`src/sv/sbe_pkg.sv`:
```
// Package for the stack bytecode executor: sizes, opcodes, status codes and
// shared types. No dependencies.
package sbe_pkg;

   localparam int STACK_DEPTH   = 64;
   localparam int NUM_VARIABLES = 256;
   localparam int PC_BITS       = 16;
   localparam int SP_BITS       = $clog2(STACK_DEPTH + 1);
   localparam int SA_BITS       = $clog2(STACK_DEPTH);
   localparam int VA_BITS       = (NUM_VARIABLES > 1) ? $clog2(NUM_VARIABLES) : 1;

   typedef enum logic [3:0] {
      OP_PUSH = 4'd0, OP_LOAD = 4'd1, OP_STORE = 4'd2, OP_ADD = 4'd3,
      OP_SUB = 4'd4, OP_MUL = 4'd5, OP_DIV = 4'd6, OP_GT = 4'd7,
      OP_LT = 4'd8, OP_EQ = 4'd9, OP_JMP = 4'd10, OP_JMPZ = 4'd11,
      OP_PRINT = 4'd12, OP_HALT = 4'd13, OP_RSV14 = 4'd14, OP_RSV15 = 4'd15
   } opcode_type;

   typedef enum logic [2:0] {
      ST_RUN = 3'd0, ST_HALT = 3'd1, ST_UNDER = 3'd2, ST_DIVZ = 3'd3,
      ST_BADOP = 3'd4, ST_OVER = 3'd5, ST_BADVAR = 3'd6, ST_BADTGT = 3'd7
   } status_type;

   // divider request and answer
   typedef struct packed {
      logic        go;
      logic [31:0] dividend;
      logic [31:0] divisor;
   } div_req_type;

   typedef struct packed {
      logic        done;
      logic [31:0] quotient;
   } div_rsp_type;

endpackage

```
`src/sv/sbe_div.sv`:
```
// Iterative signed 32-bit divider, one quotient bit per cycle, truncating.
// Depends on sbe_pkg.
module sbe_div
   import sbe_pkg::*;
(
   input  logic        clock,
   input  logic        reset,
   input  div_req_type div_req,
   output div_rsp_type div_rsp
);
   logic [31:0] rem_ff, rem_in, quo_ff, quo_in, dvs_ff, dvs_in;
   logic [5:0]  cnt_ff, cnt_in;
   logic        busy_ff, busy_in, neg_ff, neg_in, done_ff, done_in;
   logic [32:0] trial;
   logic [31:0] rem_sh;

   always_comb begin
      rem_sh  = {rem_ff[30:0], quo_ff[31]};
      trial   = {1'b0, rem_sh} - {1'b0, dvs_ff};
      rem_in  = rem_ff;
      quo_in  = quo_ff;
      dvs_in  = dvs_ff;
      cnt_in  = cnt_ff;
      busy_in = busy_ff;
      neg_in  = neg_ff;
      done_in = 1'b0;
      if (div_req.go && !busy_ff) begin
         busy_in = 1'b1;
         cnt_in  = 6'd0;
         rem_in  = '0;
         quo_in  = div_req.dividend[31] ? (32'd0 - div_req.dividend) : div_req.dividend;
         dvs_in  = div_req.divisor[31] ? (32'd0 - div_req.divisor) : div_req.divisor;
         neg_in  = div_req.dividend[31] ^ div_req.divisor[31];
      end else if (busy_ff) begin
         if (!trial[32]) begin
            rem_in = trial[31:0];
            quo_in = {quo_ff[30:0], 1'b1};
         end else begin
            rem_in = rem_sh;
            quo_in = {quo_ff[30:0], 1'b0};
         end
         cnt_in = cnt_ff + 6'd1;
         if (cnt_ff == 6'd31) begin
            busy_in = 1'b0;
            done_in = 1'b1;
         end
      end
   end

   always_ff @(posedge clock) begin
      if (reset) begin
         busy_ff <= 1'b0;
         done_ff <= 1'b0;
      end else begin
         busy_ff <= busy_in;
         done_ff <= done_in;
      end
      rem_ff <= rem_in;
      quo_ff <= quo_in;
      dvs_ff <= dvs_in;
      cnt_ff <= cnt_in;
      neg_ff <= neg_in;
   end

   assign div_rsp.done     = done_ff;
   assign div_rsp.quotient = neg_ff ? (32'd0 - quo_ff) : quo_ff;
endmodule

```
`config.mk`:
```
export PLATFORM = sky130hd
export DESIGN_NAME = sbe_div
export DESIGN_NICKNAME = d
export VERILOG_FILES = /design/src/sv/sbe_pkg.sv /design/src/sv/sbe_div.sv
export SDC_FILE = /design/constraint.sdc
export NUM_CORES = 1
export LEC_CHECK = 0
export CAP_MARGIN = 40
export CORE_MARGIN = 2
export CORE_UTILIZATION = 40
export CTS_CLUSTER_DIAMETER = 200
export CTS_CLUSTER_SIZE = 25
export DETAILED_ROUTE_END_ITERATION = 10
export DONT_BUFFER_PORTS = 1
export GPL_TIMING_DRIVEN = 0
export PLACE_DENSITY = 0.59
export SLEW_MARGIN = 20
export SYNTH_ARGS = -nofsm -noshare
export SYNTH_HDL_FRONTEND = slang
export SYNTH_SLANG_ARGS = --single-unit
```
`constraint.sdc`:
```
create_clock -name clock -period 5.6 [get_ports clock]
set_input_delay 0.84 -clock clock [delete_from_list [all_inputs] [get_ports clock]]
set_output_delay 0.84 -clock clock [all_outputs]
set_load 0.01 [all_outputs]
```
**Yosys cells after proc, flatten, opt, wreduce, memory -nomap -nowiden**

Cells that the tools add are included.

- Equality and inequality tests: 1
- Bitwise logic cells: 2
- Mux-type cells: 11
- $add $sub $neg: 5
- Reductions and logical operators: 4

Operators with widths:

| cell | number |
|---|---|
| 2-to-1 mux 32 bit | 4 |
| subtractor 1 x 32 -> 32 bit (first input constant) | 3 |
| 2-to-1 mux 31 bit | 2 |
| subtractor 32 x 32 -> 33 bit | 1 |
| adder 6 x 1 -> 6 bit (second input constant) | 1 |
| equality test 6 x 5 -> 1 bit (second input constant) | 1 |
| 2-to-1 mux 1 bit | 5 |
| OR reduction 3 bit | 1 |
| nonzero test 2 bit | 1 |
| logical AND 1 bit | 1 |
| logical NOT 1 bit | 1 |
| inverter 1 bit | 1 |
| bitwise XOR 1 bit | 1 |

- Input bits: 67
- Flip-flop bits (word level): 104
- Logic and storage cells: 31
- Output and inout port bits: 33

**Logic depth before layout (Yosys ltp)**

Gate-level depths: netlist of the first run.

- Depth in word-level cells: 4
- Gate-level depth with buffers: 13
- Gate-level depth less buffers: 11

**Least setup slack after synthesis of the first run**

OpenSTA, ideal clock, no wires.

- Kind: register to output
- From: register quo_ff[12]
- To: output port div_rsp[28] (netlist bit)
- Buffers on the path: 0
- Data required time: 4.760 ns
- Cell stages (with the launch flop): 8
- Slack: 2.118 ns
- Arrival time: 2.642 ns
- Cells stage by stage: edfxtp_1 -> or4_1 -> or4_1 -> or2_2 -> or3_1 -> nand2b_1 -> o31ai_1 -> xnor2_1

RTL lines:

| item | RTL line | source |
|---|---|---|
| from (decl) | sbe_div.sv:11 | `logic [31:0] rem_ff, rem_in, quo_ff, quo_in, dvs_ff, dvs_in;` |
| from (signal assigned) | sbe_div.sv:59 | `quo_ff <= quo_in;` |
| to (decl) | sbe_div.sv:9 | `output div_rsp_type div_rsp` |

==> results of run 1 <==
==> worst paths after layout <==
| kind | endpoint | slack (ns) | start | depth (start not counted) |
|---|---|---|---|---|
| worst max register to register | rem_ff[15] | 1.50 | dvs_ff[0] | 12 |
| worst max-delay path | div_rsp[30] | 1.47 | quo_ff[12] | 7 |
| worst min register to register | cnt_ff[5] | 0.49 | cnt_ff[5] | 2 |
| worst min-delay path | cnt_ff[5] | 0.49 | cnt_ff[5] | 2 |
==> per-stage QoR <==
step	power, mW	worst slack [ns]	cell area (sq um)	util, %
after floorplan	1.94	2.12	7720	-
final	2.80	1.47	8340	44.3
after global routing	3.00	1.12	8340	44.3
after global placement	2.21	1.56	8050	42.7
after detailed placement	2.22	1.50	8070	42.9
after CTS	2.81	1.45	8340	44.3
==> synth_stat cells (14+ instances only) <==
library cell,count,area [sq um]
a21oi_1,26,130
nand3_1,16,80.1
o211ai_1,28,210
o21ai_0,92,460
dfxtp_1,39,781
clkbuf_1,40,150
xor2_1,40,350
nor3_1,28,140
xnor2_1,73,639
or3_1,17,106
o41ai_1,14,123
nor2_1,35,131
o31ai_1,26,195
inv_1,47,176
nand2_1,132,495
ha_1,36,450
edfxtp_1,65,1950
==> worst min-delay path, cell delays in order (launching register included) <==
cell	delay, ns
dfxtp_1	0.31
o21ai_0	0.07
a21oi_1	0.06
==> layer usage <==
metal	part of all wire (%)	vias to the layer above
li1	-	3303
met1	42	3089
met2	49	160
met3	6.7	26
met4	2.2	0
met5	0	-
==> cells by family (layout without fill, tap and decap cells) <==
| group | after synthesis | in the layout |
|---|---|---|
| buffers and inverters | 93 | 110 |
| and+or+nand+nor | 294 | 294 |
| muxes | 6 | 6 |
| xor gates and xnor gates | 113 | 113 |
| DFF | 104 | 104 |
| adders and majority gates | 37 | 37 |
| AOI/OAI and AO/OA | 251 | 251 |
==> state kept, by name, indices dropped and copies added (netlist names) <==
register  count
rem_ff       31
quo_ff       32
busy_ff       1
neg_ff        1
done_ff       1
cnt_ff        6
dvs_ff       32
==> layout by cell type, fill, tap and decap left out, types with 5 or more instances in the layout <==
cell type,n
nand2_1,132
o21ai_0,92
xnor2_1,73
edfxtp_1,65
inv_1,45
clkbuf_1,42
xor2_1,40
dfxtp_1,39
ha_1,36
nor2_1,35
nor3_1,28
o211ai_1,28
o31ai_1,26
a21oi_1,26
or3_1,17
nand3_1,16
o41ai_1,14
or4_1,13
nand2b_1,12
clkbuf_16,9
a221o_1,8
nand4_1,7
a21o_1,6
a211oi_1,6
o221ai_1,6
mux2i_1,5
o21a_1,5
nor4_1,5
==> cell type report <==
cell class | instances | share of cell area [%]
multi-input combinational | 701 | 55.6
timing repair buffer | 1 | 0.240
tap | 260 | 3.90
buffer | 46 | 2.18
inverter | 47 | 2.12
clock buffer | 12 | 2.96
sequential | 104 | 32.8
clock inverter | 4 | 0.255
==> where the power goes <==
group | internal, mW | switching [mW] | leakage [nW] | total (mW)
clock | 0.312 | 0.279 | 0.132 | 0.591
combinational | 0.445 | 0.692 | 1.94 | 1.14
sequential | 0.961 | 0.115 | 0.963 | 1.08
==> results.json, run 1 <==
{
  "status": "complete, no violations",
  "dp.cells": 1159,
  "clk_pin_slew_ns": 0.07,
  "drt_iter0_drc": 408,
  "finalSetupTns_ns": 0,
  "n_antenna_cell": 0,
  "multiInputGateArea_sq_mm": 0.00463,
  "busiest_layer": "met2",
  "fp.dieW_um": 143,
  "synth_ff_type": "edfxtp_1",
  "ys_warn_count": 0,
  "use_met3_pct": 5.06,
  "dp_hpwl_um": 16500,
  "max_slew_margin_pct": 51.3,
  "cp-end-kind": "output pin",
  "cts.path.max_buffers": 2,
  "place_congestion": 0.825,
  "fin_worst_skew_ns": 0.00731,
  "num_io_pins": 100,
  "cts_tree": "yes",
  "ff_latch_area_sq_mm": 0.00273,
  "drt-total-wl_um": 21000,
  "synthMuxAreaShare_pct": 0.794,
  "nets": 1014,
  "area_growth_pct": 7.94,
  "synth.distinct_cells": 66,
  "period_needed_ns": 4.13,
  "vias_per_cell": 5.60,
  "post_cts_buffers": 0,
  "synthAdderAreaFrac_pct": 6.09,
  "n_fill_cell": 1902,
  "required_ns": 4.76,
  "async_reset_ff_share_pct": 0,
  "synth_seq_area_share_pct": 35.4,
  "holdWs_ns": 0.486,
  "dr_total_vias": 6578,
  "syn_area_sq_mm": 0.00772,
  "p_per_area_mw_per_mm2": 336,
  "crit_family": "simple AND/OR/NAND/NOR gates",
  "dr.pass1.iters": 5,
  "cts_root_buf": "clkbuf_16",
  "drive_gt1_share_pct": 4.04,
  "insertion_delay_ns": 0.35,
  "avgRoutedWirePerCell_um": 17.9,
  "antenna_left": 0,
  "synth_compound_area_share_pct": 21.8,
  "cts.sinks": 104,
  "fin_crit_sh_pct": 73.8,
  "placementRows": 50,
  "cp_cell_sequence": "or4_1 > or4_1 > or2_2 > or3_1 > nand2b_1 > o21ai_0 > xnor2_1",
  "numCtsBuffers": 9,
  "hp-class": "reg2reg",
  "yosys.area_share.simple_pct": 18.5,
  "fp.dieH_um": 143,
  "io_buffers": 0,
  "fmax_ghz": 0.242,
  "crit_path_start_kind": "register",
  "track_usage_pct": 21.1,
  "grt_pass1_wl_um": 34100,
  "cpPeakStageDelay_ns": 0.59,
  "initial_utilization_pct": 41.0,
  "synth_xor_xnor_area_share_pct": 12.8,
  "rsz0062_at_grt": "false",
  "core_sq_mm": 0.0188,
  "grt_pass1_vias": 6625,
  "syn_inst": 898,
  "grt_use_met2_pct": 36.8,
  "finalNonFillerCells": 1175,
  "grt_max_degree": 33,
  "syn_avg_cell_area_sq_um": 8.60,
  "slowest_stage": "or4_1",
  "synth_top_family_by_area": "compound AO/OA/AOI/OAI gates",
  "critPathArrivalTime_ns": 3.29,
  "crit_type": "reg2out",
  "use_met1_pct": 25.5,
  "antenna_found_initial": 0,
  "crit_buf_inv": 0,
  "ys_seq_elements": 104,
  "leakagePower_nw": 3.04,
  "cp_common_cell": "or4_1",
  "grt-ovfl-total": 0,
  "peakVddDrop_uv": 142,
  "cp_max_fo": 4,
  "slew_violations": 0,
  "cts-hold-fix-buffers": 0,
  "drc": 0,
  "synth_nets": 1002,
  "cts_resized": 0,
  "setup-violations-final": 0,
  "cap_violations": 0,
  "worst_pin_slew_ns": 0.731,
  "hold_viol_final": 0,
  "synth_edf_count": 65,
  "cts_max_level": 3,
  "die_area_sq_mm": 0.0204
}
No activity file was read; power rests on OpenSTA's default activity.
==> run 2, diff against run 1 <==
==> constraint.sdc (replaced) <==
create_clock -name clock -period 4.15 [get_ports clock]
set_input_delay 0.6225 -clock clock [delete_from_list [all_inputs] [get_ports clock]]
set_output_delay 0.6225 -clock clock [all_outputs]
set_load 0.01 [all_outputs]
==> results.json, run 2 (same netlist as run 1, synthesis figures left out) <==
{
  "cp_cell_sequence": "or3_1 > nor3_1 > nand2_1 > or4_1 > or3_1 > nand2b_1 > o31ai_1 > xnor2_1",
  "initial_utilization_pct": 41.0,
  "max_slew_margin_pct": 51.1,
  "hp-class": "in2reg",
  "worst_pin_slew_ns": 0.733,
  "cts_tree": "yes",
  "use_met1_pct": 25.5,
  "insertion_delay_ns": 0.35,
  "grt-ovfl-total": 0,
  "drt_iter0_drc": 413,
  "die_area_sq_mm": 0.0204,
  "area_growth_pct": 8.05,
  "layout_common_cells": "nand2_1, o21ai_0, xnor2_1, edfxtp_1, inv_1",
  "crit_path_start_kind": "register",
  "cp_max_fo": 6,
  "placementRows": 50,
  "cp-end-kind": "output pin",
  "slowest_stage": "or4_1",
  "fin_crit_sh_pct": 94.3,
  "hold_viol_final": 0,
  "avgRoutedWirePerCell_um": 17.9,
  "cts-hold-fix-buffers": 0,
  "clk_pin_slew_ns": 0.07,
  "slew_violations": 0,
  "critPathArrivalTime_ns": 3.29,
  "multiInputGateArea_sq_mm": 0.00464,
  "period_needed_ns": 3.91,
  "vias_per_cell": 5.58,
  "post_cts_buffers": 0,
  "cp_common_cell": "or3_1",
  "leakagePower_nw": 3.04,
  "numCtsBuffers": 9,
  "num_io_pins": 100,
  "antenna_left": 0,
  "cpPeakStageDelay_ns": 0.53,
  "grt_pass1_vias": 6625,
  "grt_max_degree": 33,
  "cap_violations": 0,
  "cts_root_buf": "clkbuf_16",
  "status": "complete, no violations",
  "n_fill_cell": 1903,
  "drive_gt1_share_pct": 4.26,
  "cts.path.max_buffers": 2,
  "n_antenna_cell": 0,
  "drc": 0,
  "cts_max_level": 3,
  "crit_start": "quo_ff[3]",
  "antenna_found_initial": 0,
  "ff_latch_area_sq_mm": 0.00273,
  "cts.sinks": 104,
  "p_per_area_mw_per_mm2": 454,
  "fmax_ghz": 0.256,
  "busiest_layer": "met2",
  "dr_total_vias": 6556,
  "place_congestion": 0.825,
  "setup-violations-final": 0,
  "peakVddDrop_uv": 190,
  "drt-total-wl_um": 21000,
  "reg2reg_from": "quo_ff[31]",
  "dr.pass1.iters": 5,
  "io_buffers": 0,
  "dp_hpwl_um": 16500,
  "fp.dieW_um": 143,
  "fin_worst_skew_ns": 0.00626,
  "finalSetupTns_ns": 0,
  "final_common_cell": "nand2_1",
  "rrSetupSlack_ns": 0.34,
  "grt_pass1_wl_um": 34100,
  "required_ns": 3.53,
  "crit_type": "reg2out",
  "grt_use_met2_pct": 36.8,
  "cts_resized": 0,
  "core_sq_mm": 0.0188,
  "crit_buf_inv": 0,
  "nets": 1014,
  "top_regs": "dvs_ff: 32 flops, quo_ff: 32 flops, rem_ff: 31 flops",
  "fp.dieH_um": 143,
  "crit_family": "simple AND/OR/NAND/NOR gates",
  "track_usage_pct": 21.1,
  "rsz0062_at_grt": "false",
  "min_from": "reset",
  "use_met3_pct": 5.06,
  "p_total_mw": 3.79
}
## run 2: cell counts in the layout (fill, tap and decap cells not counted)
No cell type changed its count.
## run 2: stage by stage
stage | cell area, sq um | hold slack [ns] | worst slack, ns | utilization (%) | instances
2_1_floorplan | 7720 | 0.453 | 0.885 | - | 898
3_3_place_gp | 8050 | 0.472 | 0.109 | 42.7 | 1158
3_5_place_dp | 8070 | 0.479 | 0.0463 | 42.9 | 1159
4_1_cts | 8340 | 0.336 | 0.0255 | 44.3 | 1175
5_1_grt | 8350 | 0.334 | 0.0176 | 44.3 | 1175
6_report | 8350 | 0.344 | 0.237 | 44.3 | 1175
## run 2: layout make-up
| class | count | area share (%) |
|---|---|---|
| tap | 260 | 3.90 |
| sequential | 104 | 32.7 |
| inverter | 47 | 2.11 |
| clock buffer | 12 | 2.95 |
| buffer | 46 | 2.17 |
| clock inverter | 4 | 0.255 |
| multi-input combinational | 701 | 55.6 |
| timing repair buffer | 1 | 0.240 |
## run 2: report_power, final
group          total [mW]  internal, mW  switching, mW
registers            1.45          1.30          0.156
logic                1.54         0.602          0.937
clock network       0.796         0.421          0.376
total                3.79          2.32           1.47
## run 2: final timing paths
path | to | depth (start not counted)
hold / removal | busy_ff | 1
setup reg to reg | rem_ff[15] | 13
setup / recovery | div_rsp[28] | 8
hold reg to reg | cnt_ff[5] | 2
## run 2: metal layers
metal | part of all wire, % | wire length (um) | up-vias
li1 | - | - | 3302
met1 | 43 | 8940 | 3068
met2 | 49 | 10200 | 160
met3 | 6.5 | 1370 | 26
met4 | 2.2 | 456 | 0
met5 | 0 | 0 | -
